### src/rtl/ctsa_pkg.sv
`timescale 1ns / 1ps
`default_nettype none
package ctsa_pkg;

  localparam int TAG_W     = 10;
  localparam int CW        = 44;   // cordic x/y datapath, q.24 with growth
  localparam int ZW        = 33;   // cordic angle, 2^32 per turn
  localparam int STAGES    = 24;
  localparam int NW        = 31;   // normalized component / root width
  localparam int SQW       = 63;   // sqrt remainder and root width
  localparam int SQ_CELLS  = 32;
  localparam int RW        = 48;   // divider remainder width
  localparam int QW        = 17;   // quotient magnitude width
  localparam int DIV_CELLS = 17;
  localparam int PTW       = 38;   // proportional term width
  localparam int LATENCY   = 1 + STAGES + 3 + SQ_CELLS + DIV_CELLS + 2;

  localparam logic [15:0] INV_K       = 16'd39797;
  localparam logic [15:0] P_GAIN_INIT = 16'd7864;
  localparam logic [15:0] D_GAIN_INIT = 16'd6554;

  localparam logic [1:0] REG_P_GAIN = 2'd0;
  localparam logic [1:0] REG_D_GAIN = 2'd1;

  typedef struct packed {
    logic [TAG_W-1:0]      tag;
    logic signed [PTW-1:0] pterm;
    logic                  qneg;
    logic                  zero;
    logic [NW-1:0]         ymag;
  } side_t;

  function automatic logic signed [ZW-1:0] atan_of(input logic [4:0] k);
    logic signed [ZW-1:0] a;
    unique case (k)
      5'd0:    a = 33'sd536870912;
      5'd1:    a = 33'sd316933406;
      5'd2:    a = 33'sd167458907;
      5'd3:    a = 33'sd85004756;
      5'd4:    a = 33'sd42667331;
      5'd5:    a = 33'sd21354465;
      5'd6:    a = 33'sd10679838;
      5'd7:    a = 33'sd5340245;
      5'd8:    a = 33'sd2670163;
      5'd9:    a = 33'sd1335087;
      5'd10:   a = 33'sd667544;
      5'd11:   a = 33'sd333772;
      5'd12:   a = 33'sd166886;
      5'd13:   a = 33'sd83443;
      5'd14:   a = 33'sd41722;
      5'd15:   a = 33'sd20861;
      5'd16:   a = 33'sd10430;
      5'd17:   a = 33'sd5215;
      5'd18:   a = 33'sd2608;
      5'd19:   a = 33'sd1304;
      5'd20:   a = 33'sd652;
      5'd21:   a = 33'sd326;
      5'd22:   a = 33'sd163;
      5'd23:   a = 33'sd81;
      default: a = '0;
    endcase
    return a;
  endfunction

endpackage
`default_nettype wire

### src/rtl/ctsa_sqrt_cell.sv
`timescale 1ns / 1ps
`default_nettype none
module ctsa_sqrt_cell (
  input  wire logic                         clk,
  input  wire logic                         rst,
  input  wire logic [4:0]                   k,
  input  wire logic                         v_in,
  input  wire logic [ctsa_pkg::SQW-1:0]     rem_in,
  input  wire logic [ctsa_pkg::SQW-1:0]     root_in,
  input  wire ctsa_pkg::side_t              side_in,
  output logic                              v_out,
  output logic [ctsa_pkg::SQW-1:0]          rem_out,
  output logic [ctsa_pkg::SQW-1:0]          root_out,
  output ctsa_pkg::side_t                   side_out
);

  logic [ctsa_pkg::SQW-1:0] bitv;
  logic [ctsa_pkg::SQW:0]   trial;

  always_comb begin
    bitv  = ctsa_pkg::SQW'(1) << {k, 1'b0};
    trial = {1'b0, root_in} + {1'b0, bitv};
  end

  always_ff @(posedge clk) begin
    if (rst) begin
      v_out <= 1'b0;
    end else begin
      v_out <= v_in;
    end
  end

  always_ff @(posedge clk) begin
    side_out <= side_in;
    if ({1'b0, rem_in} >= trial) begin
      rem_out  <= rem_in - trial[ctsa_pkg::SQW-1:0];
      root_out <= (root_in >> 1) + bitv;
    end else begin
      rem_out  <= rem_in;
      root_out <= root_in >> 1;
    end
  end

endmodule
`default_nettype wire

### config.mk
export PLATFORM = sky130hd
export DESIGN_NAME = ctsa_sqrt_cell
export DESIGN_NICKNAME = d
export VERILOG_FILES = /design/src/rtl/ctsa_pkg.sv /design/src/rtl/ctsa_sqrt_cell.sv
export SDC_FILE = /design/constraint.sdc
export NUM_CORES = 1
export LEC_CHECK = 0
export BUFFER_PORTS_ARGS = -buffer_cell sky130_fd_sc_hd__clkbuf_2
export CAP_MARGIN = 30
export CORE_MARGIN = 5
export CORE_UTILIZATION = 40
export DETAILED_ROUTE_END_ITERATION = 10
export PLACE_DENSITY = 0.65
export SYNTH_ARGS = -nofsm -noshare
export SYNTH_HDL_FRONTEND = slang
export SYNTH_SLANG_ARGS = --single-unit
### constraint.sdc
create_clock -name clk -period 7.8 [get_ports clk]
set_clock_uncertainty 0.05 [all_clocks]
set_input_delay 0 -clock clk [delete_from_list [all_inputs] [get_ports clk]]
set_output_delay 0 -clock clk [all_outputs]
set_load 0.01 [all_outputs]
==> run_results.csv, run 1 <==
group,metric,value,unit
worst_setup_path,crit_family,"compound AO/OA/AOI/OAI gates",
clocking,cts_tree,"yes",
yosys,synth_top_family_by_area,"compound AO/OA/AOI/OAI gates",
yosys,synth-simple-area-share,17.7,%
worst_setup_path,slowest_delay,0.54,ns
worst_setup_path,worstSetupPathType,"primary input to flip-flop",
routing,wl_per_cell,20.4,um
floorplan,fp.coreArea,35300,um^2
floorplan,rows,69,
yosys,async_reset_ff_share,0,%
clocking,numCtsBuffers,25,
timing,relSlewSlack,47.0,%
routing,post-route-drc-count,0,
yosys,syn_area,14200,um^2
placement,place.gp.congestion,0.937,
timing,worstMarginPinSlew,0.796,ns
status,run_status,"finished, final reports clean",
worst_setup_path,critical_path.max_fanout,54,
floorplan,start_util,40.2,%
yosys,synthesis.instances,1697,
yosys,synth_top_area_share,29.4,%
yosys,synth_edf_count,0,
global_route,grt.total_usage,27.0,%
routing,wl,56.7,mm
yosys,synth.area.mux_share,5.22,%
worst_setup_path,critPathCaptureType,"flip-flop",
floorplan,pin_count,423,
placement,io_buffers,422,
timing,min_period_over_period,92.8,%
placement,place_area,16700,um^2
timing,rsz0062_at_grt,"no",
yosys,ys_types,80,
yosys,synth-xor-area-share,11.0,%
timing,fin_tns_setup,0,ns
global_route,grt_antenna_before_repair,3,
global_route,grt_pass1_wl,84.7,mm
clocking,clkSinkCount,208,
yosys,synth_area_leaders,"dfxtp_1 (29%), ha_1 (11%), xnor2_1 (6.5%), a21oi_1 (5.5%), xor2_1 (4.4%)",
yosys,synth-adder-area-share,11.2,%
pwr,vdd_drop_max,0.000223,V
yosys,synth_compound_area_share,22.5,%
yosys,syn_avg_cell_area,8.36,um^2
yosys,synth_seq_cells,208,
yosys,yosys_warnings,0,
floorplan,die_h,198,um
timing,hold_viol,0,
worst_setup_path,critPathLaunchType,"primary input",
routing,drt_iter0_markers,898,
yosys,synth_nets,2037,
timing,finalMaxSlewViolations,0,
pwr,power_density,192,nW/um^2
final_layout,final_cell_area,19600,um^2
global_route,grt_max_degree,55,
routing,dr_total_vias,15200,
yosys,yosysMostFrequentCell,"dfxtp_1",
yosys,synth_top_cell_by_area,"dfxtp_1",
worst_setup_path,crit_arrival,7.61,ns
final_layout,drive_gt1_share,24.1,%
worst_setup_path,crit_top_cell,"o21ai_1",
job,drv_cap,0,
yosys,synthFlopType,"dfxtp_1",
pwr,p_leak,8.76,nW
timing,max_freq,138,MHz
clocking,cts_buffer_depth,3,
clocking,clk_pin_slew,0.07,ns
global_route,grt_pass1_vias,15000,
clocking,cts_max_level,1,
floorplan,die_x,198,um
clocking,cts-root-buf,"clkbuf_16",
final_layout,area_growth,38.6,%
yosys,yosysSeqAreaShare,29.4,%
worst_setup_path,worstPathRequired,8.17,ns
floorplan,fp.dieArea,39300,um^2
final_layout,final_nets,2637,
routing,dr.pass1.iters,6,
final_layout,fill_cells,3194,
timing,period_needed,7.24,ns
yosys,synth_commonest_cells,"dfxtp_1 (208), a21oi_1 (156), nand2_1 (146)",
routing,viasPerCell,5.46,
worst_setup_path,path_buf_inv,4,
timing,setup_violations,0,
placement,dp_hpwl,44.6,mm
min_path,hp-class,"primary input to flip-flop",
routing,antenna_left,0,
global_route,gr-total-overflow,0,
worst_setup_path,cp_slowest_cell,"or3b_2",
-- sequential cells by signal, summed over array words and instances (netlist names) --
name and flops:
rem_out 63, root_out 63, side_out 81, v_out 1
-- cells in the final DEF (no fill, tap or decap), types with 4 or more instances in the layout --
master,n
a2111oi_0,4
a211oi_1,16
a21boi_0,6
a21o_1,40
a21oi_1,156
a31o_2,19
a31oi_1,52
a41oi_1,7
and2_1,20
and3_1,14
buf_4,7
clkbuf_16,25
clkbuf_2,422
clkbuf_8,10
dfxtp_1,208
dlygate4sd3_1,211
ha_1,124
inv_1,34
mux2_1,24
mux2_2,40
nand2_1,146
nand2b_1,16
nand3_1,31
nand3b_1,6
nand4_1,41
nor2_1,138
nor2b_1,19
nor3_1,31
nor4_1,9
o211ai_1,10
o21a_1,13
o21ai_0,90
o21ai_1,12
o21bai_1,27
o31ai_1,13
or2_2,5
or3_1,12
or3b_2,4
xnor2_1,106
xor2_1,72
-- report_power, final --
group	internal, W	leakage [nW]	switching, W
combinational	0.000548	6.58	0.000722
sequential	0.00123	1.75	0.0000589
clock	0.000749	0.431	0.000471
total	0.00252	8.76	0.00125
-- final cells by class --
class	count	area (um^2)	area share (%)
clock inverters	9	111	0.567
clock buffers	36	767	3.90
inverters	34	128	0.650
repair buffers	642	4320	22.0
flip-flops and latches	208	4160	21.2
multi-input cells	1386	9580	48.8
well taps	461	577	2.94
diodes	1	2.50	0.0127
-- final timing paths --
path,from,to,cells past startpoint
hold / removal,side_in[21],side_out[21],2
setup / recovery,k[4],root_out[61],29
-- per-layer routing --
layer	global-route usage [%]	routed length, um
met5	0	27
met1	35.7	24800
met2	44.6	26000
met4	10.3	2310
met3	4.00	3560
-- logic make-up after synthesis --
group / after synthesis
muxes: 66
AOI/OAI and AO/OA: 501
buffers and inverters: 103
and+or+nand+nor: 515
DFF: 208
adders and majority gates: 126
xor gates and xnor gates: 178
-- what timing repair did --
item,CTS,global route
resized for setup,0,0
hold buffers,211,0
buffers inserted,0,0
endpoints found under the hold margin,208,0
-- per-stage QoR --
| stage | utilization, % | cells | total power, W | hold slack, ns | worst slack (ns) |
|---|---|---|---|---|---|
| floorplan | - | 1697 | 0.00200 | -0.0223 | 1.84 |
| global placement | 47.2 | 2520 | 0.00247 | 0.0533 | 0.624 |
| detailed placement | 47.2 | 2520 | 0.00247 | 0.0540 | 0.458 |
| CTS | 55.6 | 2776 | 0.00380 | 0.0239 | 0.574 |
| global route | 55.6 | 2777 | 0.00395 | 0.0454 | 0.0199 |
| finish | 55.6 | 2777 | 0.00378 | 0.0520 | 0.564 |
Power figures use the tool's default switching activity.
==> run 2: changes to the inputs <==
--- a/config.mk
+++ b/config.mk
@@ -8,9 +8,9 @@
 export BUFFER_PORTS_ARGS = -buffer_cell sky130_fd_sc_hd__clkbuf_2
 export CAP_MARGIN = 30
 export CORE_MARGIN = 5
-export CORE_UTILIZATION = 40
+export CORE_UTILIZATION = 48
 export DETAILED_ROUTE_END_ITERATION = 10
-export PLACE_DENSITY = 0.65
+export PLACE_DENSITY = 0.75
 export SYNTH_ARGS = -nofsm -noshare
 export SYNTH_HDL_FRONTEND = slang
 export SYNTH_SLANG_ARGS = --single-unit
==> constraint.sdc (replaced) <==
create_clock -name clk -period 7.92 [get_ports clk]
set_clock_uncertainty 0.05 [all_clocks]
set_input_delay 0 -clock clk [delete_from_list [all_inputs] [get_ports clk]]
set_output_delay 0 -clock clk [all_outputs]
set_load 0.01 [all_outputs]
==> run 2 against run 1 <==
Sequential share of layout area increased by 0.27 points; via count increased by 0.94%; design area decreased by 1.3%; die area decreased by 16%; utilization increased by 10 points; critical path depth unchanged; largest cell class unchanged; routed wire length decreased by 2.6%; power decreased by 6.0%; combinational power about the same; clock power decreased by 15%; non-clock buffer count decreased by 1.
==> run_results.csv, run 2 (same netlist as run 1, synthesis figures left out) <==
group,metric,value,unit
status,run_status,"finished, final reports clean",
worst_setup_path,critPathCaptureType,"flip-flop",
timing,min_period_over_period,93.1,%
worst_setup_path,crit_arrival,7.72,ns
worst_setup_path,path_buf_inv,5,
clocking,cts-root-buf,"clkbuf_16",
worst_setup_path,crit_family,"compound AO/OA/AOI/OAI gates",
global_route,grt.total_usage,31.3,%
min_path,hp-class,"primary input to flip-flop",
floorplan,pin_count,423,
timing,rsz0062_at_grt,"no",
clocking,cts_tree,"yes",
clocking,clkSinkCount,208,
global_route,grt_antenna_before_repair,3,
placement,io_buffers,422,
timing,worstMarginPinSlew,0.823,ns
worst_setup_path,worstPathRequired,8.27,ns
job,drv_cap,0,
pwr,vdd_drop_max,0.000158,V
floorplan,die_h,182,um
worst_setup_path,cp_slowest_cell,"or3_1",
final_layout,regMostFlops,"side_out",
floorplan,fp.dieArea,33100,um^2
clocking,cts_resized,0,
final_layout,largest_register_ffs,81,
final_layout,final_common_cell,"clkbuf_2",
routing,viasPerCell,5.66,
pwr,power_density,183,nW/um^2
min_path,whs_path_depth,2,
final_layout,final_nets,2634,
routing,wl,55.2,mm
clocking,clk_pin_slew,0.06,ns
timing,period_needed,7.38,ns
worst_setup_path,critical_path_depth,29,
clocking,cts_max_level,1,
final_layout,area_growth,36.8,%
routing,dr_total_vias,15300,
global_route,grt_pass1_vias,15000,
global_route,gr-total-overflow,0,
floorplan,rows,63,
global_route,grt_pass1_wl,83.8,mm
routing,dr.pass1.iters,7,
final_layout,fill_cells,2419,
timing,finalMaxSlewViolations,0,
pwr,p_leak,8.67,nW
placement,dp_hpwl,42.5,mm
timing,setup_violations,0,
worst_setup_path,crit_top_cell,"o21ai_1",
floorplan,start_util,48.2,%
final_layout,final_cell_mix,"clkbuf_2 (422), dlygate4sd3_1 (211), dfxtp_1 (208)",
clocking,numCtsBuffers,23,
routing,wl_per_cell,20.4,um
worst_setup_path,critical_path.max_fanout,80,
floorplan,die_x,182,um
worst_setup_path,critPathLaunchType,"primary input",
worst_setup_path,worstSetupPathType,"primary input to flip-flop",
timing,hold_viol,0,
placement,place.gp.congestion,0.984,
timing,relSlewSlack,45.1,%
pwr,total_power,0.00355,W
final_layout,regArea,4160,um^2
routing,antenna_left,0,
final_layout,drive_gt1_share,23.9,%
timing,fin_tns_setup,0,ns
floorplan,fp.coreArea,29400,um^2
global_route,grt_max_degree,81,
clocking,cts_buffer_depth,3,
final_layout,reg.largest.list,"side_out x81, rem_out x63, root_out x63",
timing,max_freq,136,MHz
worst_setup_path,slowest_delay,0.72,ns
final_layout,multi_input_area,9580,um^2
routing,post-route-drc-count,0,
routing,drt_iter0_markers,1121,
clocking,cts_setup_buffers,0,
## run 2: repair_timing
item	4_1_cts	5_1_grt
hold buffers	211	0
endpoints found under the hold margin	208	0
endpoints found under the setup margin	0	0
## run 2: final timing paths
| path | from | to | slack [ns] |
|---|---|---|---|
| worst max-delay path | k[4] | root_out[61] | 0.54 |
| worst min-delay path | side_in[16] | side_out[16] | 0.06 |
## run 2: power by group
group          switching [W]  leakage (nW)  total (W)  internal [W]
sequential         0.0000548          1.75    0.00126       0.00121
clock               0.000453         0.349    0.00104      0.000589
combinational       0.000709          6.57    0.00124      0.000536
## run 2: through the flow
step / setup slack [ns] / util, % / std cells / hold slack [ns] / instance area (um^2)
finish: 0.545 / 66.0 / 2704 / 0.0580 / 19400
global route: 0.0882 / 66.0 / 2704 / 0.0557 / 19400
CTS: 0.660 / 66.0 / 2701 / 0.0422 / 19400
detailed placement: 0.562 / 56.3 / 2448 / 0.0540 / 16500
global placement: 0.821 / 56.3 / 2448 / 0.0522 / 16500
floorplan: 1.96 / - / 1697 / -0.0223 / 14200
## run 2: layout make-up
class / instances / share of cell area, %
multi-input combinational: 1386 / 49.4
tap: 390 / 2.52
timing repair buffer: 641 / 22.1
inverter: 34 / 0.658
sequential: 208 / 21.5
clock inverter: 14 / 0.613
antenna: 3 / 0.0387
clock buffer: 28 / 3.17
## run 2: per-layer routing
metal / track usage [%] / share of wire, % / vias up
met4: 13.0 / 4.7 / 0
met2: 51.9 / 46 / 724
met1: 40.8 / 42 / 7064
met5: 0 / 0 / -
met3: 4.47 / 7.3 / 120
li1: - / - / 7386
==> run 3: changes to the inputs <==
--- a/config.mk
+++ b/config.mk
@@ -5,12 +5,13 @@
 export SDC_FILE = /design/constraint.sdc
 export NUM_CORES = 1
 export LEC_CHECK = 0
+export ABC_AREA = 1
 export BUFFER_PORTS_ARGS = -buffer_cell sky130_fd_sc_hd__clkbuf_2
 export CAP_MARGIN = 30
 export CORE_MARGIN = 5
 export CORE_UTILIZATION = 48
 export DETAILED_ROUTE_END_ITERATION = 10
-export PLACE_DENSITY = 0.75
+export PLACE_DENSITY = 0.72
 export SYNTH_ARGS = -nofsm -noshare
 export SYNTH_HDL_FRONTEND = slang
 export SYNTH_SLANG_ARGS = --single-unit
==> run 3 against run 2 <==
Sequential power about the same; cell count up 57%; hold slack worse by 0.021 ns; design area up 22%.
==> run_results.csv, run 3 <==
group,metric,value,unit
global_route,grt_pass1_vias,23400,
yosys,ys_types,46,
timing,hold_viol,0,
final_layout,final_nets,4064,
clocking,cts-root-buf,"clkbuf_16",
worst_setup_path,crit_arrival,7.39,ns
final_layout,final_common_cell,"nand2_1",
final_layout,final_cell_mix,"nand2_1 (941), inv_1 (443), clkbuf_2 (422)",
pwr,power_density,154,nW/um^2
timing,fin_tns_setup,0,ns
timing,worstMarginPinSlew,1.03,ns
yosys,synthesis.instances,3109,
clocking,clkSinkCount,208,
yosys,synth_edf_count,0,
placement,io_buffers,422,
yosys,synth_area_leaders,"dfxtp_1 (23%), nand2_1 (19%), inv_1 (9.1%), ha_1 (8.5%), nor2_1 (8.2%)",
worst_setup_path,worstSetupPathType,"primary input to flip-flop",
placement,place.gp.congestion,1.16,
timing,relSlewSlack,30.5,%
pwr,total_power,0.00365,W
global_route,grt.total_usage,39.2,%
floorplan,fp.coreArea,37600,um^2
worst_setup_path,critical_path.max_fanout,64,
status,run_status,"finished, final reports clean",
yosys,synth_top_cell_by_area,"dfxtp_1",
clocking,cts_max_level,1,
timing,max_freq,143,MHz
worst_setup_path,critPathCaptureType,"flip-flop",
job,drv_cap,0,
yosys,synthFlopType,"dfxtp_1",
clocking,cts_setup_buffers,0,
routing,post-route-drc-count,0,
worst_setup_path,worstPathRequired,8.30,ns
routing,viasPerCell,5.55,
global_route,grt_antenna_before_repair,3,
yosys,synth_seq_cells,208,
yosys,syn_area,18200,um^2
yosys,yosysSeqAreaShare,22.9,%
worst_setup_path,cp_slowest_cell,"nor3_1",
yosys,synth_commonest_cells,"nand2_1 (941), inv_1 (443), nor2_1 (400)",
routing,antenna_left,0,
placement,dp_hpwl,67.7,mm
yosys,synth_top_area_share,22.9,%
timing,rsz0062_at_grt,"no",
yosys,async_reset_ff_share,0,%
yosys,synth_nets,3449,
final_layout,largest_register_ffs,81,
routing,dr.pass1.iters,7,
routing,dr_total_vias,23600,
final_layout,area_growth,29.9,%
timing,period_needed,7.00,ns
routing,wl_per_cell,20.3,um
worst_setup_path,critPathLaunchType,"primary input",
floorplan,start_util,48.5,%
timing,min_period_over_period,88.4,%
final_layout,reg.largest.list,"side_out x81, rem_out x63, root_out x63",
timing,finalMaxSlewViolations,0,
clocking,cts_buffer_depth,3,
floorplan,pin_count,423,
global_route,grt_pass1_wl,129,mm
global_route,gr-total-overflow,0,
routing,drt_iter0_markers,2241,
clocking,clk_pin_slew,0.06,ns
yosys,syn_avg_cell_area,5.86,um^2
floorplan,rows,71,
pwr,vdd_drop_max,0.000202,V
global_route,grt_max_degree,66,
yosys,yosysMostFrequentCell,"nand2_1",
floorplan,die_h,205,um
final_layout,regMostFlops,"side_out",
pwr,p_leak,11.9,nW
worst_setup_path,crit_top_cell,"nand2_1",
worst_setup_path,slowest_delay,0.73,ns
floorplan,die_x,205,um
min_path,hp-class,"primary input to flip-flop",
floorplan,fp.dieArea,42000,um^2
yosys,yosys_warnings,0,
clocking,cts_tree,"yes",
clocking,numCtsBuffers,23,
timing,setup_violations,0,
routing,wl,86.5,mm
final_layout,drive_gt1_share,12.8,%
[run 3: final cells by class]
class	instances	area, um^2
timing repair buffer	637	4260
antenna	4	10.0
inverter	448	1680
multi-input combinational	2406	12100
tap	511	639
clock inverter	11	153
fill	3421	13900
sequential	208	4160
clock buffer	30	632
[run 3: metal layers]
metal  track usage (%)  share of wire, %
met1              44.2                36
met2              69.3                48
met4              25.9               8.1
met3              4.84               7.5
met5                 0                 0
[run 3: critical path, delay by kind of cell]
family,cells,cell delay (ns)
buffers and inverters,6,1.75
and+or+nand+nor,23,4.84
adders and majority gates,2,0.70
[run 3: final timing paths]
path	depth (start not counted)	to	slack, ns	startpoint
max	31	rem_out[2]	0.92	k[4]
min	2	side_out[70]	0.04	side_in[70]
[run 3: kinds of logic (layout without fill, tap and decap cells)]
| logic type | count (synthesis) | count (layout) | synth area share [%] |
|---|---|---|---|
| other | 0 | 4 | 0 |
| xor gates and xnor gates | 129 | 129 | 6.20 |
| DFF | 208 | 208 | 22.9 |
| and+or+nand+nor | 1724 | 1724 | 38.7 |
| buffers and inverters | 495 | 1126 | 10.6 |
| adders and majority gates | 125 | 125 | 8.62 |
| AOI/OAI and AO/OA | 428 | 428 | 13.0 |
[run 3: through the flow]
stage	area [um^2]	hold WS, ns	std cells	util, %	worst slack (ns)
2_1_floorplan	18200	-0.0223	3109	-	3.79
3_3_place_gp	20800	0.0522	4000	55.3	1.16
3_5_place_dp	20800	0.0539	4000	55.3	1.14
4_1_cts	23700	0.0223	4251	63.0	1.18
5_1_grt	23700	0.0366	4254	63.0	0.599
6_report	23700	0.0372	4255	63.0	0.916
[run 3: power breakdown]
| group | total, W | switching [W] | internal [W] |
|---|---|---|---|
| Clock | 0.00114 | 0.000479 | 0.000666 |
| Combinational | 0.00127 | 0.000811 | 0.000461 |
| Sequential | 0.00124 | 0.0000500 | 0.00119 |
[run 3: timing repair]
item	in CTS	in global routing
hold buffers	210	0
endpoints found under the hold margin	207	0
resized for setup	0	0
